$ cat src/swsd_pkg.sv
// ----------------------------------------------------------------------------
// swsd_pkg
// Shared types and constants for the steering wheel speed differential.
// ----------------------------------------------------------------------------
package swsd_pkg;

  // Configuration register indexes
  localparam logic [2:0] CFG_TOE_MODE   = 3'd0;
  localparam logic [2:0] CFG_TOE_ANGLE  = 3'd1;
  localparam logic [2:0] CFG_TURN_DIR   = 3'd2;
  localparam logic [2:0] CFG_HALF_TRACK = 3'd3;
  localparam logic [2:0] CFG_MAX_ANGLE  = 3'd4;
  localparam logic [2:0] CFG_CENTRE     = 3'd5;
  localparam logic [2:0] CFG_AMPLITUDE  = 3'd6;

  localparam int CFG_DATA_W = 16;

  // Geometry constants
  localparam logic [10:0] RADIUS_SCALE = 11'd1350;
  localparam logic [7:0]  ANGLE_LIMIT  = 8'd180;

  // Divider chain sizes: angle quotient, radius quotient, ratio quotient
  localparam int ANG_NW = 23;
  localparam int RAD_NW = 11;
  localparam int RAT_NW = 28;

  // CORDIC datapath
  localparam int CORDIC_STEPS = 16;
  localparam int XY_W = 26;
  localparam int Z_W  = 18;

  // round(atan(2^-i) * 4/pi * 16384)
  localparam logic [14:0] CORDIC_TAB [CORDIC_STEPS] = '{
    15'd16384, 15'd9672, 15'd5110, 15'd2594, 15'd1302, 15'd652, 15'd326, 15'd163,
    15'd81, 15'd41, 15'd20, 15'd10, 15'd5, 15'd3, 15'd1, 15'd1
  };

  // Per-item sideband that travels down the cell chain
  typedef struct packed {
    logic               side;
    logic signed [15:0] speed;
    logic               flag;   // sign of the current quotient or add/sub choice
    logic               zero;   // zero steering angle: speed passes through
  } sb_t;

endpackage

$ cat src/swsd_div_cell.sv
// ----------------------------------------------------------------------------
// swsd_div_cell
// One restoring-division step: shifts in one dividend bit, emits one
// quotient bit, and hands the partial result to the next cell.
// ----------------------------------------------------------------------------
module swsd_div_cell #(
  parameter int NW = 8,   // dividend / quotient width
  parameter int DW = 8    // divisor / remainder width
) (
  input  logic           clk,
  input  logic           en,
  input  logic [DW-1:0]  prev_rem,
  input  logic [NW-1:0]  prev_num,
  input  logic [DW-1:0]  prev_den,
  input  swsd_pkg::sb_t  prev_sb,
  output logic [DW-1:0]  rem,
  output logic [NW-1:0]  num,
  output logic [DW-1:0]  den,
  output swsd_pkg::sb_t  sb
);
  import swsd_pkg::*;

  logic [DW:0]   part;
  logic [DW:0]   diff;
  logic          take;
  logic [DW-1:0] rem_next;
  logic [NW-1:0] num_next;

  // trial subtract
  always_comb begin
    part     = {prev_rem, prev_num[NW-1]};
    diff     = part - {1'b0, prev_den};
    take     = (part >= {1'b0, prev_den});
    rem_next = take ? diff[DW-1:0] : part[DW-1:0];
    num_next = {prev_num[NW-2:0], take};
  end

  always_ff @(posedge clk) begin
    if (en) begin
      rem <= rem_next;
      num <= num_next;
      den <= prev_den;
      sb  <= prev_sb;
    end
  end

endmodule

$ cat config.mk
export PLATFORM = sky130hd
export DESIGN_NAME = swsd_div_cell
export DESIGN_NICKNAME = d
export VERILOG_FILES = /design/src/swsd_pkg.sv /design/src/swsd_div_cell.sv
export SDC_FILE = /design/constraint.sdc
export NUM_CORES = 1
export LEC_CHECK = 0
export CAP_MARGIN = 20
export CORE_MARGIN = 2
export CORE_UTILIZATION = 45
export DETAILED_ROUTE_END_ITERATION = 8
export DONT_BUFFER_PORTS = 1
export GPL_TIMING_DRIVEN = 0
export PLACE_DENSITY_LB_ADDON = 0.3
export SLEW_MARGIN = 20
export SYNTH_ARGS = -nofsm -noshare
export SYNTH_HDL_FRONTEND = slang
export SYNTH_SLANG_ARGS = --single-unit
$ cat constraint.sdc
create_clock -name clk -period 2.3 [get_ports clk]
set_input_delay 0.46 -clock clk [delete_from_list [all_inputs] [get_ports clk]]
set_output_delay 0.46 -clock clk [all_outputs]
set_load 0.1 [all_outputs]
==> results_dict.tcl <==
set metrics [dict create \
    antenna_found_initial 0 \
    synthFlopType "edfxtp_1" \
    layout-drive-gt1-share 0.155 \
    hold_start "prev_den[5]" \
    hold_viol 0 \
    postCtsResizedCells 0 \
    pwr-share-comb 0.077 \
    synth.area.top_cells "edfxtp_1 (71%), ha_1 (5.5%), mux2_4 (4.9%)" \
    place_worst_setup_slack_ps -90.9 \
    hp-class "in2reg" \
    clockRootBuffer "clkbuf_8" \
    crit_required_ps 2340 \
    p_clk_frac 0.203 \
    vias 903 \
    min_path_cells 0 \
    end_kind "flop" \
    crit_arrival_ps 2120 \
    grt-ovfl-total 0 \
    num_io_pins 88 \
    power_density_nw_per_um2 1060 \
    report.final.setup_viol 0 \
    slowest_stage "fa_1" \
    grt_usage 0.139 \
    hold-path-endpoint "den[5]" \
    syn2layout_area_growth_pct 7.66 \
    ctsHoldBuffers 0 \
    n_fill_cell 345 \
    vias_per_cell 5.44 \
    final_cells 166 \
    p_seq_frac 0.720 \
    fin_nets 170 \
    cap_violations 0 \
    synthTopCellsByCount "edfxtp_1 (43), inv_1 (12), ha_1 (8)" \
    timing.fmax_mhz 480 \
    grt_max_degree 44 \
    firstDrtPassIters 4 \
    p_int_mw 1.25 \
    avgSynthCellArea_um2 16.8 \
    leakage_nw 0.743 \
    startpoint_type "input port" \
    power_mw 2.09 \
    wl_per_cell_um 19.3 \
    dp_cells 159 \
    rows 23 \
    htree_levels 2 \
    grt_pass1_wl_mm 4.51 \
    start_util 0.461 \
    n_antenna_cell 0 \
    clock-sinks 43 \
    wirelength_mm 3.21 \
    multi_input_area_um2 472 \
    regArea_um2 1290 \
    syn-instance-count 109 \
    yosys_warnings 0 \
    cp_slowest_stage_delay_ps 410 \
    critical_path_class "in2reg" \
    whs_ps 268 \
    crit_chain "inv_1 -> ha_1 -> fa_1 -> nor2b_1 -> o31a_1 -> nor4_1 -> a311o_1 -> mux2_4" \
    first_iter_violations 94 \
    synth_edf_count 43 \
    synth_nets 163 \
    yosysSeqAreaShare 0.705 \
    clk_pin_slew_ps 70 \
    cts_buffers 5 \
    ys_types 29 \
    clockBufferDepth 2 \
    swShare 0.403 \
    synth_top_cell_area_share 0.705 \
    dieArea_um2 4590 \
    worst_slack_ps 215 \
    drt.antenna.violating_nets 0 \
    period_minus_slack_ps 2090 \
    finalWeightedCongestion 0.790 \
    coreArea_um2 3970 \
    yosysMostFrequentCell "edfxtp_1" \
    drc 0 \
    hpwl_mm 2.44 \
    cts_post_setup_buffers_inserted 0 \
    slew_headroom 0.383 \
    p_sw_uw 841 \
    syn-cell-area_um2 1830 \
    min_period_over_period 0.907 \
    outcome "completed" \
    rsz0062_at_grt "no" \
    grt_pass1_vias 895 \
    ir_drop_uv 258 \
    critPathMaxFanout 3 \
    tightest_slew_ps 927 \
    synth_top_cell_by_area "edfxtp_1" \
    async_flop_share 0 \
    die_w_um 67.8 \
    io_buffers 0 \
    drv_slew 0 \
    fp.dieH_um 67.8 \
    tritoncts "yes" \
    ys_ff_latch 43 \
]
## power groups by stage
stage / clock network, mW / registers (mW) / logic (mW)
floorplan: 0 / 1.51 / 0.141
global placement: 0 / 1.52 / 0.159
detailed placement: 0 / 1.52 / 0.162
CTS: 0.439 / 1.50 / 0.163
global route: 0.474 / 1.51 / 0.183
finish: 0.424 / 1.50 / 0.161
## routing by layer
metal  up-vias  GRT usage  part of all wire
met4         0     0.0675             0.019
met3         5     0.0700              0.11
met1       416      0.145              0.40
li1        423          -                 -
met2        59      0.230              0.47
met5         -          0                 0
## registers in the layout, summed over array words and instances, names as in the netlist
name / flops
den: 8
rem: 8
sb: 19
num: 8
## cells in the final DEF, fill, tap and decap left out, types with 3 or more instances in the layout
master / count
clkbuf_8: 5
edfxtp_1: 43
ha_1: 8
inv_1: 12
mux2_4: 6
nor2_1: 4
nor3_1: 3
xnor2_1: 3
## critical path: cells and delay by family
kind | cells | cell delay (ps)
fa+ha+maj | 2 | 620
compound gates | 2 | 500
mux | 1 | 270
simple gates | 2 | 240
buf+inv | 1 | 30
## area by class of cell
class	count	share of cell area
clock inverters	2	0.00444
well taps	50	0.0317
flip-flops and latches	43	0.655
multi-input cells	52	0.239
inverters	12	0.0229
plain buffers	2	0.0114
clock buffers	5	0.0349
## per-stage QoR
| step | cell area [µm²] | TNS, ps | utilization |
|---|---|---|---|
| floorplan | 1830 | 0 | - |
| global placement | 1890 | -221 | 0.477 |
| detailed placement | 1890 | -451 | 0.477 |
| CTS | 1970 | 0 | 0.496 |
| global route | 1970 | 0 | 0.496 |
| finish | 1970 | 0 | 0.496 |
## kinds of logic (layout without fill, tap and decap cells)
family                   Yosys count  after routing  synth area share
multiplexers                       8              8            0.0602
AO/OA/AOI/OAI                     17             17            0.0759
XOR/XNOR                           3              3            0.0144
AND/OR/NAND/NOR                   15             15            0.0417
flip-flops                        43             43             0.705
buffers and inverters             14             21            0.0369
adder cells (fa/ha/maj)            9              9            0.0656
## worst max path at each step
stage	startpoint	end	slack [ps]	cells past startpoint
6_report	prev_num[7]	rem[6]	210	8
5_1_grt	prev_num[7]	rem[6]	140	8
4_1_cts	prev_num[7]	rem[6]	220	8
3_5_place_dp	prev_num[7]	rem[6]	-90	8
3_3_place_gp	prev_num[7]	rem[6]	-70	8
2_1_floorplan	prev_num[7]	rem[6]	50	8
Note: power is estimated with default switching activity, not from simulation.
