[config.mk]
export PLATFORM = sky130hd
export DESIGN_NAME = swsd_cordic_cell
export DESIGN_NICKNAME = d
export VERILOG_FILES = /design/src/swsd_pkg.sv /design/src/swsd_cordic_cell.sv
export SDC_FILE = /design/constraint.sdc
export NUM_CORES = 1
export LEC_CHECK = 0
export BUFFER_PORTS_ARGS = -buffer_cell sky130_fd_sc_hd__buf_2
export CAP_MARGIN = 20
export CORE_ASPECT_RATIO = 2
export CORE_MARGIN = 4
export CORE_UTILIZATION = 60
export CTS_BUF_LIST = sky130_fd_sc_hd__clkbuf_4 sky130_fd_sc_hd__clkbuf_8
export CTS_CLUSTER_DIAMETER = 40
export CTS_CLUSTER_SIZE = 40
export DETAILED_ROUTE_END_ITERATION = 8
export PLACE_DENSITY = 0.89
export SLEW_MARGIN = 10
export SYNTH_ARGS = -nofsm -noshare
export SYNTH_HDL_FRONTEND = slang
export SYNTH_SLANG_ARGS = --single-unit
[constraint.sdc]
create_clock -name clk -period 9.8 [get_ports clk]
set_input_delay 2.94 -clock clk [delete_from_list [all_inputs] [get_ports clk]]
set_output_delay 2.94 -clock clk [all_outputs]
set_load 0.03 [all_outputs]
[src/swsd_pkg.sv]
// ----------------------------------------------------------------------------
// swsd_pkg
// Shared types and constants for the steering wheel speed differential.
// ----------------------------------------------------------------------------
package swsd_pkg;

  // Configuration register indexes
  localparam logic [2:0] CFG_TOE_MODE   = 3'd0;
  localparam logic [2:0] CFG_TOE_ANGLE  = 3'd1;
  localparam logic [2:0] CFG_TURN_DIR   = 3'd2;
  localparam logic [2:0] CFG_HALF_TRACK = 3'd3;
  localparam logic [2:0] CFG_MAX_ANGLE  = 3'd4;
  localparam logic [2:0] CFG_CENTRE     = 3'd5;
  localparam logic [2:0] CFG_AMPLITUDE  = 3'd6;

  localparam int CFG_DATA_W = 16;

  // Geometry constants
  localparam logic [10:0] RADIUS_SCALE = 11'd1350;
  localparam logic [7:0]  ANGLE_LIMIT  = 8'd180;

  // Divider chain sizes: angle quotient, radius quotient, ratio quotient
  localparam int ANG_NW = 23;
  localparam int RAD_NW = 11;
  localparam int RAT_NW = 28;

  // CORDIC datapath
  localparam int CORDIC_STEPS = 16;
  localparam int XY_W = 26;
  localparam int Z_W  = 18;

  // round(atan(2^-i) * 4/pi * 16384)
  localparam logic [14:0] CORDIC_TAB [CORDIC_STEPS] = '{
    15'd16384, 15'd9672, 15'd5110, 15'd2594, 15'd1302, 15'd652, 15'd326, 15'd163,
    15'd81, 15'd41, 15'd20, 15'd10, 15'd5, 15'd3, 15'd1, 15'd1
  };

  // Per-item sideband that travels down the cell chain
  typedef struct packed {
    logic               side;
    logic signed [15:0] speed;
    logic               flag;   // sign of the current quotient or add/sub choice
    logic               zero;   // zero steering angle: speed passes through
  } sb_t;

endpackage

[src/swsd_cordic_cell.sv]
// ----------------------------------------------------------------------------
// swsd_cordic_cell
// One CORDIC vectoring step: rotates (x, y) toward y = 0 and accumulates
// the scaled arctangent in z.
// ----------------------------------------------------------------------------
module swsd_cordic_cell #(
  parameter int STEP = 0
) (
  input  logic                               clk,
  input  logic                               en,
  input  logic signed [swsd_pkg::XY_W-1:0]   prev_x,
  input  logic signed [swsd_pkg::XY_W-1:0]   prev_y,
  input  logic signed [swsd_pkg::Z_W-1:0]    prev_z,
  input  swsd_pkg::sb_t                      prev_sb,
  output logic signed [swsd_pkg::XY_W-1:0]   x,
  output logic signed [swsd_pkg::XY_W-1:0]   y,
  output logic signed [swsd_pkg::Z_W-1:0]    z,
  output swsd_pkg::sb_t                      sb
);
  import swsd_pkg::*;

  logic signed [XY_W-1:0] xs;
  logic signed [XY_W-1:0] ys;
  logic signed [Z_W-1:0]  da;
  logic signed [XY_W-1:0] x_next;
  logic signed [XY_W-1:0] y_next;
  logic signed [Z_W-1:0]  z_next;

  // arithmetic shifts floor toward minus infinity
  always_comb begin
    xs = prev_x >>> STEP;
    ys = prev_y >>> STEP;
    da = $signed({{(Z_W-15){1'b0}}, CORDIC_TAB[STEP]});
    if (!prev_y[XY_W-1]) begin
      x_next = prev_x + ys;
      y_next = prev_y - xs;
      z_next = prev_z + da;
    end else begin
      x_next = prev_x - ys;
      y_next = prev_y + xs;
      z_next = prev_z - da;
    end
  end

  always_ff @(posedge clk) begin
    if (en) begin
      x  <= x_next;
      y  <= y_next;
      z  <= z_next;
      sb <= prev_sb;
    end
  end

endmodule

==> impl_metrics.yaml <==
outcome:
  status: "finished, final reports clean"
setup_path:
  required_ns: 9.92
  endpoint_kind: "register"
  path_class: "input port to register"
  critPathArrivalTime_ns: 5.78
  crit_fanout: 3
  start_kind: "input port"
sta:
  fin_crit_ns: 5.657
  finalSetupViolations: 0
  tns_ns: 0
  max_slew_margin_pct: 48.39
  rsz0062_at_grt: "false"
  drv_slew: 0
  worstMarginPinSlew_ns: 0.7742
  timing.final.ws_setup_ns: 4.143
  hold_violations: 0
  timing.final.crit_share_pct: 57.72
  max_freq_ghz: 0.1768
placed_design:
  dp_slack_ns: 3.820
  globalplace.congestion: 0.9378
  io_buffers: 179
  dp_hpwl_um: 15570
detailed_routing:
  wl_per_cell_um: 19.36
  dr.pass1.iters: 8
  routed_wl_um: 19630
  drc_errors: 0
  viasPerCell: 6.119
  postRouteAntennaNets: 0
  vias: 6205
  drtIter0Drc: 464
layout:
  layout.nets: 1040
  drive_gt1_share_pct: 24.86
  final_cell_mix: "buf_2, edfxtp_1, a21oi_1"
  area_delta_synth_final_pct: 17.35
  final_common_cell: "buf_2"
cts:
  postCtsHoldBufs: 0
  clock-sinks: 88
  cts_setup_buffers: 0
  cts_made_buffers: 9
  clock_path_buffers: 2
  clock-root-buffer: "clkbuf_8"
  h-tree-depth: 3
  cts_tree: "built"
  cts_resized: 0
  clk_pin_slew_ns: 0.10
logic_synthesis:
  syn_area_mm2: 0.006780
  synth-seq-cells: 88
  yosysSeqAreaShare_pct: 38.97
  synth_edf_count: 88
  syn_avg_cell_area_um2: 9.617
  synth_ff_type: "edfxtp_1"
  synth.net_count: 877
  syn_inst: 705
  ys_warn_count: 0
  ys_types: 60
  synthArstFlopShare_pct: 0
grt:
  gr-usage-all-layers_pct: 28.88
  grt_overflow: 0
  grt_pass1_wl_um: 29840
  grt_pass1_vias: 6107
  grt_max_degree: 71
  antenna_found_initial: 1
hold_path:
  min_path_type: "input port to register"
floorplan:
  core_mm2: 0.01101
  ios: 180
  die_x_um: 83.17
  die_y_um: 158.3
  dieArea_mm2: 0.01317
  start_util_pct: 61.57
  fp-row-count: 54
pwr:
  ir_drop_v: 0.0001073
  p_per_area_mw_per_mm2: 153.7
  power_leakage_nw: 3.637
flow_run:
  maxCapViolCount: 0
-- per-layer routing --
metal	GRT usage (%)	vias up	wire [µm]
met4	22.21	0	1553
met1	26.15	2853	6091
met2	56.28	385	10810
met3	4.402	124	1179
li1	-	2843	-
met5	0	-	0
-- Yosys cell counts, types with 5 or more instances --
| cell type | n | share of area, % |
|---|---|---|
| a211oi_1 | 6 | 0.66 |
| a21o_1 | 18 | 2.0 |
| a21oi_1 | 78 | 5.8 |
| buf_1 | 8 | 0.44 |
| buf_2 | 9 | 0.66 |
| clkbuf_1 | 11 | 0.61 |
| edfxtp_1 | 88 | 39 |
| ha_1 | 77 | 14 |
| inv_1 | 68 | 3.8 |
| mux2i_1 | 8 | 1.2 |
| nand2_1 | 32 | 1.8 |
| nand2b_1 | 7 | 0.65 |
| nand3b_1 | 7 | 0.78 |
| nand4_1 | 5 | 0.46 |
| nor2_1 | 57 | 3.2 |
| nor2b_1 | 10 | 0.92 |
| nor3_1 | 13 | 0.96 |
| o21ai_0 | 49 | 3.6 |
| o21ai_1 | 5 | 0.37 |
| o21bai_1 | 14 | 1.6 |
| o31ai_1 | 7 | 0.78 |
| xnor2_1 | 38 | 4.9 |
| xor2_1 | 12 | 1.6 |
-- metrics by stage --
| step | instances | total power (W) | util [%] | instance area, µm² | hold slack [ns] |
|---|---|---|---|---|---|
| floorplan | 705 | 0.0008128 | - | 6780 | 3.039 |
| global placement | 997 | 0.0009425 | 70.32 | 7745 | 3.116 |
| detailed placement | 997 | 0.0009524 | 70.32 | 7745 | 3.118 |
| CTS | 1013 | 0.001219 | 72.22 | 7954 | 2.723 |
| global route | 1014 | 0.001273 | 72.24 | 7956 | 2.721 |
| finish | 1014 | 0.001223 | 72.24 | 7956 | 2.729 |
-- state kept, by name (all words and copies together), names as in the netlist --
| signal | count |
|---|---|
| sb | 19 |
| y | 26 |
| x | 25 |
| z | 18 |
-- worst max-delay path: stages --
cell and delay [ns]:
buf_2 0.10, inv_1 0.04, ha_1 0.23, fa_1 0.41, nor2b_1 0.19, o21bai_1 0.17, a2111oi_2 0.46, a31oi_1 0.21
o21ai_0 0.53, nand4_1 0.17, a32oi_1 0.24, xor2_1 0.09
-- power by group --
part / switching, W / internal, W / total [W]
clock network: 0.000147 / 0.000123 / 0.000270
logic: 0.000310 / 0.000149 / 0.000459
registers: 0.0000139 / 0.000479 / 0.000493
-- final timing paths --
path | from | endpoint | slack [ns] | depth (start not counted)
min | prev_sb[3] | sb[3] | 2.73 | 1
max | prev_x[0] | x[22] | 4.14 | 12
-- cell type report --
type                    count  area [µm²]
multi-input cells         515        3736
inverters                  72       270.3
clock buffers               9       123.9
clock inverters             7       85.08
fillers                   886        3057
repair buffers            182       920.9
flip-flops and latches     88        2643
diodes                      1       2.502
well taps                 140       175.2
-- kinds of logic (layout without fill, tap and decap cells) --
group / count (synthesis) / in the layout / share of synthesized area, %
AOI/OAI and AO/OA: 224 / 224 / 21.42
xor gates and xnor gates: 50 / 50 / 6.459
adders and majority gates: 81 / 81 / 15.39
buffers and inverters: 102 / 270 / 5.923
DFF: 88 / 88 / 38.97
muxes: 8 / 8 / 1.181
other: 0 / 1 / 0
and+or+nand+nor: 152 / 152 / 10.65
No activity file was read; power rests on OpenSTA's default activity.
